--- src/hw/rtl/rfa_pkg.sv ---
`timescale 1ns / 1ps
// rfa_pkg: shared types and constants of the ring fork arbiter
// no dependencies; used by rfa_nbr and ring_fork_arbiter_unit

package rfa_pkg;

	localparam int IDX_W           = 6;
	localparam int RING_W          = 7;
	localparam int STAT_W          = 2;
	localparam int MAX_CLIENTS_DEF = 64;
	localparam int RING_CAP_LIM    = 64;

	localparam logic [RING_W-1:0] RING_SIZE_RST = 7'd5;
	localparam logic [RING_W-1:0] RING_SIZE_MIN = 7'd2;

	// client status codes
	localparam logic [STAT_W-1:0] ST_THINKING = 2'd0;
	localparam logic [STAT_W-1:0] ST_HUNGRY   = 2'd1;
	localparam logic [STAT_W-1:0] ST_EATING   = 2'd2;

	// operation codes
	localparam logic OP_REQUEST = 1'b0;
	localparam logic OP_RELEASE = 1'b1;

	typedef struct packed {
		logic             op;
		logic [IDX_W-1:0] client;
	} req_t;

	typedef struct packed {
		logic             self_granted;
		logic             left_granted;
		logic             right_granted;
		logic [IDX_W-1:0] left_index;
		logic [IDX_W-1:0] right_index;
		logic             bad_index;
	} rsp_t;

	// ring neighborhood of one client
	typedef struct packed {
		logic             bad;
		logic [IDX_W-1:0] c;
		logic [IDX_W-1:0] l;
		logic [IDX_W-1:0] r;
		logic [IDX_W-1:0] ll;
		logic [IDX_W-1:0] rr;
	} nbr_t;

endpackage

--- src/hw/rtl/rfa_ram.sv ---
`timescale 1ns / 1ps
// rfa_ram: generic single write port, single read port ram with registered read
// no dependencies

module rfa_ram #(
	parameter int WIDTH = 2,
	parameter int DEPTH = 64
) (
	input  logic                     clk,
	input  logic                     we,
	input  logic [$clog2(DEPTH)-1:0] waddr,
	input  logic [WIDTH-1:0]         wdata,
	input  logic                     re,
	input  logic [$clog2(DEPTH)-1:0] raddr,
	output logic [WIDTH-1:0]         rdata
);

	logic [WIDTH-1:0] mem [DEPTH];

	always_ff @(posedge clk) begin
		if (we) begin
			mem[waddr] <= wdata;
		end
		if (re) begin
			rdata <= mem[raddr];
		end
	end

endmodule

--- src/hw/rtl/rfa_nbr.sv ---
`timescale 1ns / 1ps
// rfa_nbr: clamps the ring size and works out a client's ring neighbors
// depends on rfa_pkg

module rfa_nbr #(
	parameter int MAX_CLIENTS = rfa_pkg::MAX_CLIENTS_DEF
) (
	input  logic [rfa_pkg::IDX_W-1:0]  client,
	input  logic [rfa_pkg::RING_W-1:0] ring_size,
	output rfa_pkg::nbr_t              nbr
);

	import rfa_pkg::*;

	localparam int CAP = (MAX_CLIENTS < RING_CAP_LIM) ? MAX_CLIENTS : RING_CAP_LIM;

	logic [RING_W-1:0] n;

	function automatic logic [IDX_W-1:0] left_of(input logic [IDX_W-1:0] x,
			input logic [RING_W-1:0] sz);
		logic [RING_W-1:0] m;
		m = sz - 7'd1;
		if (x == '0) begin
			return m[IDX_W-1:0];
		end
		return x - 6'd1;
	endfunction

	function automatic logic [IDX_W-1:0] right_of(input logic [IDX_W-1:0] x,
			input logic [RING_W-1:0] sz);
		logic [RING_W-1:0] p;
		p = {1'b0, x} + 7'd1;
		if (p >= sz) begin
			return '0;
		end
		return p[IDX_W-1:0];
	endfunction

	// effective ring size, saturated into 2 .. cap
	always_comb begin
		if (ring_size < RING_SIZE_MIN) begin
			n = RING_SIZE_MIN;
		end else if (ring_size > RING_W'(CAP)) begin
			n = RING_W'(CAP);
		end else begin
			n = ring_size;
		end
	end

	always_comb begin
		nbr.bad = ({1'b0, client} >= n);
		nbr.c   = client;
		nbr.l   = left_of(client, n);
		nbr.r   = right_of(client, n);
		nbr.ll  = left_of(nbr.l, n);
		nbr.rr  = right_of(nbr.r, n);
	end

endmodule

--- src/hw/rtl/ring_fork_arbiter_unit.sv ---
`timescale 1ns / 1ps
// ring_fork_arbiter_unit: top level of the ring fork arbiter
// depends on rfa_pkg, rfa_ram, rfa_nbr

// Arbiter for a ring of clients that each share one resource with both ring
// neighbors. Every client's status (thinking, hungry, eating) lives in one
// synchronous status ram. A request word marks the client hungry and grants it
// when neither neighbor eats; a release word marks it thinking and retests the
// left, then the right neighbor. After reset the block sweeps the status ram
// to thinking, one entry a cycle over min(MAX_CLIENTS, 64) entries, and holds
// off requests meanwhile (ring_size writes are taken throughout). One word is
// handled at a time, as the status ram has a single read and write port: a
// valid client passes four ram reads of the neighborhood, one settle state,
// three write-back steps and the result state, and only then can the next
// word be taken; an index at or beyond the ring size goes straight to the
// result state and is reported with bad_index and no state change. The result
// register lets the next word be accepted while a result still waits on
// rsp_stall; a word only waits in its result cycle while the previous result
// is still stalled. ring_size is written through cfg_valid/cfg_ready (always
// ready) and should only change while the block is idle; values outside
// 2 .. min(MAX_CLIENTS, 64) saturate.

module ring_fork_arbiter_unit #(
	parameter int MAX_CLIENTS = rfa_pkg::MAX_CLIENTS_DEF
) (
	input  logic                       clk,
	input  logic                       arst_n,
	// request words
	input  logic                       req_valid,
	output logic                       req_stall,
	input  rfa_pkg::req_t              req,
	// result words
	output logic                       rsp_valid,
	input  logic                       rsp_stall,
	output rfa_pkg::rsp_t              rsp,
	// ring size register
	input  logic                       cfg_valid,
	output logic                       cfg_ready,
	input  logic [rfa_pkg::RING_W-1:0] cfg_data
);

	import rfa_pkg::*;

	localparam int CAP = (MAX_CLIENTS < RING_CAP_LIM) ? MAX_CLIENTS : RING_CAP_LIM;
	localparam int AW  = $clog2(CAP);

	// sequencer states
	localparam logic [2:0] S_CLR  = 3'd0;
	localparam logic [2:0] S_IDLE = 3'd1;
	localparam logic [2:0] S_RD   = 3'd2;
	localparam logic [2:0] S_LAST = 3'd3;
	localparam logic [2:0] S_WR   = 3'd4;
	localparam logic [2:0] S_OUT  = 3'd5;

	// read slots of the neighborhood
	localparam logic [1:0] SL_L  = 2'd0;
	localparam logic [1:0] SL_R  = 2'd1;
	localparam logic [1:0] SL_LL = 2'd2;
	localparam logic [1:0] SL_RR = 2'd3;

	logic [2:0]        state_q;
	logic [RING_W-1:0] ring_size_q;
	logic [AW-1:0]     clr_q;
	logic [1:0]        cnt_q;
	logic              rd_vld_q;
	logic [1:0]        rd_sel_q;
	logic              op_q;
	nbr_t              nbr_q;
	nbr_t              nbr;
	logic [STAT_W-1:0] st_q [4];
	logic              rsp_valid_q;
	rsp_t              rsp_q;

	logic              ram_we;
	logic [AW-1:0]     ram_waddr;
	logic [STAT_W-1:0] ram_wdata;
	logic              ram_re;
	logic [AW-1:0]     ram_raddr;
	logic [STAT_W-1:0] ram_rdata;

	logic eat_l, eat_r, eat_ll, eat_rr, hun_l, hun_r;
	logic self_g, left_g, right_g, rr_eats;
	logic out_free;

	// ring size register, always ready
	assign cfg_ready = 1'b1;

	always_ff @(posedge clk or negedge arst_n) begin
		if (!arst_n) begin
			ring_size_q <= RING_SIZE_RST;
		end else if (cfg_valid) begin
			ring_size_q <= cfg_data;
		end
	end

	// neighborhood of the incoming client
	rfa_nbr #(
		.MAX_CLIENTS(MAX_CLIENTS)
	) u_nbr (
		.client   (req.client),
		.ring_size(ring_size_q),
		.nbr      (nbr)
	);

	// status ram
	rfa_ram #(
		.WIDTH(STAT_W),
		.DEPTH(CAP)
	) u_ram (
		.clk  (clk),
		.we   (ram_we),
		.waddr(ram_waddr),
		.wdata(ram_wdata),
		.re   (ram_re),
		.raddr(ram_raddr),
		.rdata(ram_rdata)
	);

	assign req_stall = (state_q != S_IDLE);
	assign out_free  = !rsp_valid_q || !rsp_stall;

	// read address per slot
	always_comb begin
		ram_re = (state_q == S_RD);
		case (cnt_q)
			SL_L:    ram_raddr = nbr_q.l[AW-1:0];
			SL_R:    ram_raddr = nbr_q.r[AW-1:0];
			SL_LL:   ram_raddr = nbr_q.ll[AW-1:0];
			SL_RR:   ram_raddr = nbr_q.rr[AW-1:0];
			default: ram_raddr = nbr_q.l[AW-1:0];
		endcase
	end

	// grant tests on the captured neighborhood; the client itself is
	// already hungry (request) or thinking (release)
	always_comb begin
		eat_l  = (st_q[SL_L] == ST_EATING);
		eat_r  = (st_q[SL_R] == ST_EATING);
		eat_ll = (st_q[SL_LL] == ST_EATING);
		eat_rr = (st_q[SL_RR] == ST_EATING);
		hun_l  = (st_q[SL_L] == ST_HUNGRY);
		hun_r  = (st_q[SL_R] == ST_HUNGRY);
		self_g = !eat_l && !eat_r;
		// on a ring of two the left's left is the releasing client
		left_g = hun_l && !((nbr_q.ll != nbr_q.c) && eat_ll);
		// the right's right may be the left neighbor just granted
		rr_eats = (nbr_q.rr == nbr_q.l) ? (left_g || eat_l) : eat_rr;
		right_g = (nbr_q.r != nbr_q.l) && hun_r && !rr_eats;
	end

	// write-back: client, then left and right on a release
	always_comb begin
		ram_we    = 1'b0;
		ram_waddr = nbr_q.c[AW-1:0];
		ram_wdata = ST_THINKING;
		if (state_q == S_CLR) begin
			ram_we    = 1'b1;
			ram_waddr = clr_q;
		end else if (state_q == S_WR) begin
			case (cnt_q)
				2'd0: begin
					ram_we    = 1'b1;
					ram_waddr = nbr_q.c[AW-1:0];
					if (op_q == OP_REQUEST) begin
						ram_wdata = self_g ? ST_EATING : ST_HUNGRY;
					end
				end
				2'd1: begin
					ram_we    = (op_q == OP_RELEASE) && left_g;
					ram_waddr = nbr_q.l[AW-1:0];
					ram_wdata = ST_EATING;
				end
				2'd2: begin
					ram_we    = (op_q == OP_RELEASE) && right_g;
					ram_waddr = nbr_q.r[AW-1:0];
					ram_wdata = ST_EATING;
				end
				default: begin
					ram_we = 1'b0;
				end
			endcase
		end
	end

	// sequencer
	always_ff @(posedge clk or negedge arst_n) begin
		if (!arst_n) begin
			state_q     <= S_CLR;
			clr_q       <= '0;
			cnt_q       <= '0;
			rd_vld_q    <= 1'b0;
			rd_sel_q    <= '0;
			rsp_valid_q <= 1'b0;
		end else begin
			rd_vld_q <= (state_q == S_RD);
			rd_sel_q <= cnt_q;
			// result register: loaded in the result cycle, freed when taken
			if (state_q == S_OUT && out_free) begin
				rsp_valid_q <= 1'b1;
			end else if (rsp_valid_q && !rsp_stall) begin
				rsp_valid_q <= 1'b0;
			end
			case (state_q)
				S_CLR: begin
					clr_q <= clr_q + 1'b1;
					if (clr_q == AW'(CAP - 1)) begin
						state_q <= S_IDLE;
					end
				end
				S_IDLE: begin
					cnt_q <= '0;
					if (req_valid) begin
						state_q <= nbr.bad ? S_OUT : S_RD;
					end
				end
				S_RD: begin
					cnt_q <= cnt_q + 2'd1;
					if (cnt_q == SL_RR) begin
						state_q <= S_LAST;
					end
				end
				S_LAST: begin
					cnt_q   <= '0;
					state_q <= S_WR;
				end
				S_WR: begin
					cnt_q <= cnt_q + 2'd1;
					if (cnt_q == 2'd2) begin
						state_q <= S_OUT;
					end
				end
				S_OUT: begin
					if (out_free) begin
						state_q <= S_IDLE;
					end
				end
				default: begin
					state_q <= S_IDLE;
				end
			endcase
		end
	end

	// payload registers
	always_ff @(posedge clk) begin
		if (state_q == S_IDLE && req_valid) begin
			op_q  <= req.op;
			nbr_q <= nbr;
		end
		if (rd_vld_q) begin
			st_q[rd_sel_q] <= ram_rdata;
		end
		// the word only moves into the result register once it is free
		if (state_q == S_OUT && out_free) begin
			if (nbr_q.bad) begin
				rsp_q.bad_index     <= 1'b1;
				rsp_q.left_index    <= '0;
				rsp_q.right_index   <= '0;
				rsp_q.self_granted  <= 1'b0;
				rsp_q.left_granted  <= 1'b0;
				rsp_q.right_granted <= 1'b0;
			end else begin
				rsp_q.bad_index     <= 1'b0;
				rsp_q.left_index    <= nbr_q.l;
				rsp_q.right_index   <= nbr_q.r;
				rsp_q.self_granted  <= (op_q == OP_REQUEST) && self_g;
				rsp_q.left_granted  <= (op_q == OP_RELEASE) && left_g;
				rsp_q.right_granted <= (op_q == OP_RELEASE) && right_g;
			end
		end
	end

	assign rsp_valid = rsp_valid_q;
	assign rsp       = rsp_q;

	// a bad index reports nothing else
	a_bad_clean: assert property (@(posedge clk) disable iff (!arst_n)
		rsp_valid && rsp.bad_index |-> !rsp.self_granted && !rsp.left_granted &&
			!rsp.right_granted && rsp.left_index == '0 && rsp.right_index == '0)
		else $error("bad index result carries grants or indices");

	// a request grant and a release grant never share one result
	a_grant_kind: assert property (@(posedge clk) disable iff (!arst_n)
		rsp_valid && rsp.self_granted |-> !rsp.left_granted && !rsp.right_granted)
		else $error("self grant mixed with neighbor grant");

	// on a ring of two only the left test can grant
	a_pair_once: assert property (@(posedge clk) disable iff (!arst_n)
		rsp_valid && !rsp.bad_index && rsp.left_index == rsp.right_index |->
			!rsp.right_granted)
		else $error("shared neighbor granted twice");

	// one word in flight: the next cycle after acceptance stalls
	a_one_word: assert property (@(posedge clk) disable iff (!arst_n)
		req_valid && !req_stall |=> req_stall)
		else $error("second word accepted back to back");

	// nothing is reported while the status ram is being cleared
	a_clr_quiet: assert property (@(posedge clk) disable iff (!arst_n)
		state_q == S_CLR |-> !rsp_valid)
		else $error("result during clearing pass");

endmodule
--- config.mk ---
export PLATFORM = sky130hd
export DESIGN_NAME = ring_fork_arbiter_unit
export DESIGN_NICKNAME = d
export VERILOG_FILES = /design/src/hw/rtl/rfa_pkg.sv /design/src/hw/rtl/rfa_ram.sv /design/src/hw/rtl/rfa_nbr.sv /design/src/hw/rtl/ring_fork_arbiter_unit.sv
export SDC_FILE = /design/constraint.sdc
export NUM_CORES = 1
export LEC_CHECK = 0
export BUFFER_PORTS_ARGS = -buffer_cell sky130_fd_sc_hd__buf_2
export CAP_MARGIN = 20
export CORE_ASPECT_RATIO = 0.8
export CORE_MARGIN = 2
export CORE_UTILIZATION = 35
export CTS_CLUSTER_DIAMETER = 120
export DETAILED_ROUTE_END_ITERATION = 12
export HOLD_SLACK_MARGIN = 0.15
export SKIP_CTS_REPAIR_TIMING = 1
export SYNTH_ARGS = -nofsm -noshare
export SYNTH_HDL_FRONTEND = slang
export SYNTH_HIERARCHICAL = 1
export SYNTH_SLANG_ARGS = --single-unit
--- constraint.sdc ---
create_clock -name clk -period 7.8 [get_ports clk]
set_input_delay 0.39 -clock clk [delete_from_list [all_inputs] [get_ports clk]]
set_output_delay 0.39 -clock clk [all_outputs]
set_load 0.01 [all_outputs]
Word level (Yosys, flattened, before mapping)
Memories as Yosys holds them, arrays and structs flattened. A register that Yosys moved wholly into a read port is not among the register bits.
Index checks and enable logic that the tools add are counted.
{"block": "word_totals", "output_inout_bits": 19, "mem_count": 2, "reg_bits": 70, "ramBits": 136, "word_cells": 130, "inputBits": 19}
{"memory": "u_ram.mem", "words": 64, "word_bits": 2, "read_ports": 1, "rd_ports_with_merged_regs": 1, "write_ports": 1, "line_no": "rfa_ram.sv:18", "rtl": "logic [WIDTH-1:0] mem [DEPTH];"}
{"memory": "st_q", "words": 4, "word_bits": 2, "read_ports": 4, "rd_ports_with_merged_regs": 0, "write_ports": 1, "line_no": "ring_fork_arbiter_unit.sv:70", "rtl": "logic [STAT_W-1:0] st_q [4];"}
{"block": "classes", "n_eq_ne": 24, "n_addsub": 7, "bitwise": 1, "n_reduce_logical": 29, "order_cmp": 5, "n_mux": 42}
{"cell": "$mux W6", "n": 10}
{"cell": "$pmux W6 S4", "n": 1}
{"cell": "$mux W3", "n": 6}
{"cell": "$pmux W3 S6", "n": 1}
{"cell": "$sub A6 B1 Y6 const B", "n": 3}
{"cell": "$add A6 B1 Y7 const B", "n": 2}
{"cell": "$ge A7 B7 Y1", "n": 2}
{"cell": "$mux W1", "n": 14}
{"cell": "$mux W7", "n": 2}
{"cell": "$eq A2 B2 Y1 const B", "n": 6}
{"cell": "$logic_not A6 Y1", "n": 2}
{"cell": "$ne A6 B6 Y1", "n": 2}
{"cell": "$pmux W6 S2", "n": 1}
{"cell": "$logic_and A1 B1 Y1", "n": 11}
{"cell": "$mux W2", "n": 4}
{"cell": "$pmux W2 S2", "n": 2}
{"cell": "$ge A6 B7 Y1", "n": 1}
{"cell": "$gt A7 B7 Y1 const B", "n": 1}
{"cell": "$lt A7 B2 Y1 const B", "n": 1}
{"cell": "$add A6 B1 Y6 const B", "n": 1}
{"cell": "$eq A2 B1 Y1 const B", "n": 3}
{"cell": "$eq A3 B2 Y1 const B", "n": 2}
{"cell": "$eq A3 B3 Y1 const B", "n": 2}
{"cell": "$eq A6 B6 Y1", "n": 1}
{"cell": "15 further kinds", "n": 27}

Longest topological paths before layout
An unclocked memory read counts as a cell.
{"block": "logic_depth", "word_depth": 15, "mapped_depth": 20, "depth_no_buf": 18}

Modules after synthesis
The synthesis kept the hierarchy.
{"mod": "rfa_ram", "area_per_inst_um2": 5417.7, "seq_area_each_um2": 3903.7, "instances": 1, "cells_per_inst": 324}
{"mod": "ring_fork_arbiter_unit", "area_per_inst_um2": 3627.2, "seq_area_each_um2": 2234.6, "instances": 1, "cells_per_inst": 277}
{"mod": "rfa_nbr", "area_per_inst_um2": 1247.4, "seq_area_each_um2": 0.0, "instances": 1, "cells_per_inst": 168}

Least setup slack after synthesis
No wires, ideal clock.
{"block": "synth_timing", "path_type": "reg2reg", "from": "register state_q[1]", "to": "memory u_ram.mem[0][0] (data pin)", "period_less_slack_ns": 5.613, "arrival_time_ns": 4.697, "n_path_buf": 1, "path_stages_with_launch": 5, "t_required_ns": 6.884, "slack_ns": 2.187, "setup_ns": 0.916, "path_cell_list": "dfrtp_1 -> buf_2 -> nor2_1 -> nand3b_4 -> nor4b_1"}
{"block": "synth_via", "elab_chain_cells": 3, "word_cells_on_any_way": 4, "cone_classes": "eq/ne (1); mux (2); reduce/logical (1)"}
{"element": "start, declared", "line_no": "ring_fork_arbiter_unit.sv:61", "rtl": "logic [2:0] state_q;"}
{"element": "start signal, assigned", "line_no": "ring_fork_arbiter_unit.sv:213", "rtl": "state_q <= nbr.bad ? S_OUT : S_RD;"}
{"element": "$eq A3 B3 Y1", "line_no": "ring_fork_arbiter_unit.sv:159", "rtl": "end else if (state_q == S_WR) begin"}
{"element": "$mux W2", "line_no": "ring_fork_arbiter_unit.sv:159"}
{"element": "$mux W2 *", "line_no": "ring_fork_arbiter_unit.sv:156", "rtl": "if (state_q == S_CLR) begin"}
{"element": "via ram_wdata[0]", "line_no": "ring_fork_arbiter_unit.sv:76", "rtl": "logic [STAT_W-1:0] ram_wdata;"}
{"element": "end, declared", "line_no": "rfa_ram.sv:18"}
The timed path passes the listed nets; every way through them passes the cells marked *.

==> metrics <==
pre-CTS WS=3270 ps; initial antenna violation count=0; Synth Warn #=6; H-tree levels=1; Final Max Slew Viols=0; largest net degree at the start of global routing=65; number of synthesized flops with an enable pin=186; FMAX=0.220 GHz; Final Util=40.0%; Num CTS Buffers=23; clk buf depth=3; Final ANT Viol Nets=0; Finished Layout Cells=1201; count of input and output buffers=36; Starting DRT DRC Count=469; Critical Path Max Stage Delay=500 ps; CTS root buf=clkbuf_16; die area=30800 um2; routed len/inst=19.0 um; critical path fanouts, max=11; register area share after synthesis=roughly three fifths; Initial Util=35.3%; ys flop type=edfxtp_1; fin nets=860; Yosys top cell by area=edfxtp_1; drt pass-1 iters=5; most common cell in the netlist=edfxtp_1; I/O pin count=38; Tmin final=~4500 ps; CTS Sinks=between 200 and 250; Max rail drop VDD=0.108 mV; DR vias/cell=approximately 5.2; max-cap violations=0; power density over cell area=just over 200 nW/um2; TritonCTS clock tree=yes; post-route cell area=approximately 12000 um2; Slew @ Worst Pin=1020 ps; TNS Setup=0 ps; vias in the first global route=around 6200; CP Data Arrival Time=~4800 ps; DRT Wirelength=22800 um; global-route wire length before repair=36300 um; Yosys top cell area share=54.3%; P&R area growth vs syn=13.2%; final HPWL from detailed placement=15600 um; Diodes inserted=0; RSZ-0062 raised after global routing=no; total track usage=15.2%; Worst EP required=between 8000 and 9000 ps; final hold viol count=0; Max Clock Skew=26.2 ps; WS Path Type=register to register; final routed DRC violation total=0; clock-pin slew on the worst setup and hold paths=around 60 ps; Synth Instances=769; final period utilization=58.3%; Die X=~200 um; Skew-Pair Late Insertion Delay=520 ps; row count=56; fin worst setup slack=3250 ps; type of origin of the critical path=register; placeable core area=29100 um2; Synth Net Count=821; # setup viols final=0; Lkg Pwr=0.00375 uW; syn_area_per_cell=13.4 um2; worst hold path class=input pin to register; Max transition margin=a little under a third; layout cell share with drive strength beyond 1=18.1%; GR Overflow Total=0; CP endpoint kind=register; die height=between 150 and 200 um; largest cells by area after synthesis=edfxtp_1, mux4_2, dfrtp_1; synthesized area=a little over 10000 um2; synth cell count leaders=edfxtp_1, nor2_1, nand2_1, ha_1, mux4_2; placed cells=1150; via count=6253; status=finished, final reports clean; Yosys cell types=87; Yosys reg bits=208; Area after DPL=10800 um2; Async S/R FF share, synth=10.6%; worst path cell trace=nor4_1, o21ai_0, ha_1, a21oi_1, o21ai_0, maj3_1, nand2_1, nand2_1, nor2_1, ha_1, and3_1, xnor2_1, nor2_1, ha_1, nand3_1, o21ai_0, nor3_1; highest-delay cell along the critical path=o21ai_0; gpl congestion=around 0.8
## per-layer routing
layer	vias up	global-route usage (%)	part of all wire [%]
met5	-	0	0
met3	33	1.74	4.1
met4	0	3.93	2.1
met2	147	22.4	42
li1	2973	-	-
met1	3100	23.7	52
## where the power goes
| group | internal, uW | total (uW) | switching, uW | leakage, uW |
|---|---|---|---|---|
| combinational | 56.2 | 135 | 78.3 | 0.00170 |
| sequential | 1210 | 1210 | 5.53 | 0.00169 |
| clock | 642 | 1070 | 431 | 0.000359 |
| total | 1910 | 2420 | 515 | 0.00375 |
## logic make-up (layout without fill, tap and decap cells)
logic type	Yosys count	count (layout)	share of synthesized area [%]
buffers and inverters	68	123	3.49
adders and majority gates	34	34	4.11
other	1	1	0.0364
muxes	59	59	9.42
xor gates and xnor gates	38	38	3.23
DFF	208	208	59.6
and+or+nand+nor	254	254	12.4
AOI/OAI and AO/OA	107	107	7.63
## metrics by stage
step	hold slack (ps)	power, uW
detailed placement	431	1370
floorplan	94.4	1330
global placement	424	1360
CTS	-110	2440
global route	172	2510
finish	154	2420
## registers in the layout, indices dropped and copies added, names as in the netlist
name,count
clr_q,6
cnt_q,2
nbr_q,31
op_q,1
rd_sel_q,2
rd_vld_q,1
ring_size_q,7
rsp,16
rsp_valid,1
st_q,8
state_q,3
u_ram/mem,128
u_ram/rdata,2
## placed cells by master, fill, tap and decap left out, types with 8 or more instances in the layout
| master | n |
|---|---|
| nand2b_1 | 10 |
| mux4_2 | 29 |
| mux2i_1 | 17 |
| xor2_1 | 26 |
| mux2_2 | 8 |
| nor2_1 | 106 |
| nand3_1 | 14 |
| a21oi_1 | 14 |
| a21o_1 | 11 |
| dfrtp_1 | 20 |
| clkbuf_16 | 23 |
| buf_4 | 8 |
| o21ai_0 | 13 |
| buf_2 | 36 |
| ha_1 | 33 |
| nor2b_1 | 19 |
| edfxtp_1 | 186 |
| nand2_1 | 38 |
| nor3_1 | 16 |
| dlygate4sd3_1 | 9 |
| xnor2_1 | 12 |
| a22oi_1 | 13 |
| inv_1 | 23 |
## worst max-delay path: cells and delay by family (launching register included)
family          cells  cell delay, ps
compound gates      4            1050
xor+xnor            1             160
fa+ha+maj           4            1170
flops               1             440
simple gates        8            1480
## layout make-up
cell class / instances / area [um2]
Inverter: 28 / 105
Multi-Input combinational cell: 493 / 3850
Timing Repair Buffer: 54 / 342
Clock buffer: 28 / 594
Clock inverter: 13 / 145
Sequential cell: 208 / 6140
Tap cell: 377 / 472
Fill cell: 2729 / 17500
## worst paths after layout
kind / from / endpoint / slack [ps] / depth (start not counted)
min in group asynchronous: arst_n / ring_size_q[5] / 420 / 2
max in group asynchronous: arst_n / clr_q[4] / 6970 / 2
worst min register to register: clr_q[5] / clr_q[5] / 510 / 1
worst max register to register: ring_size_q[3] / nbr_q[5] / 3250 / 17
worst max-delay path: ring_size_q[3] / nbr_q[5] / 3250 / 17
worst min-delay path: rsp_stall / rsp_valid / 150 / 3
Note: power is estimated with default switching activity, not from simulation.
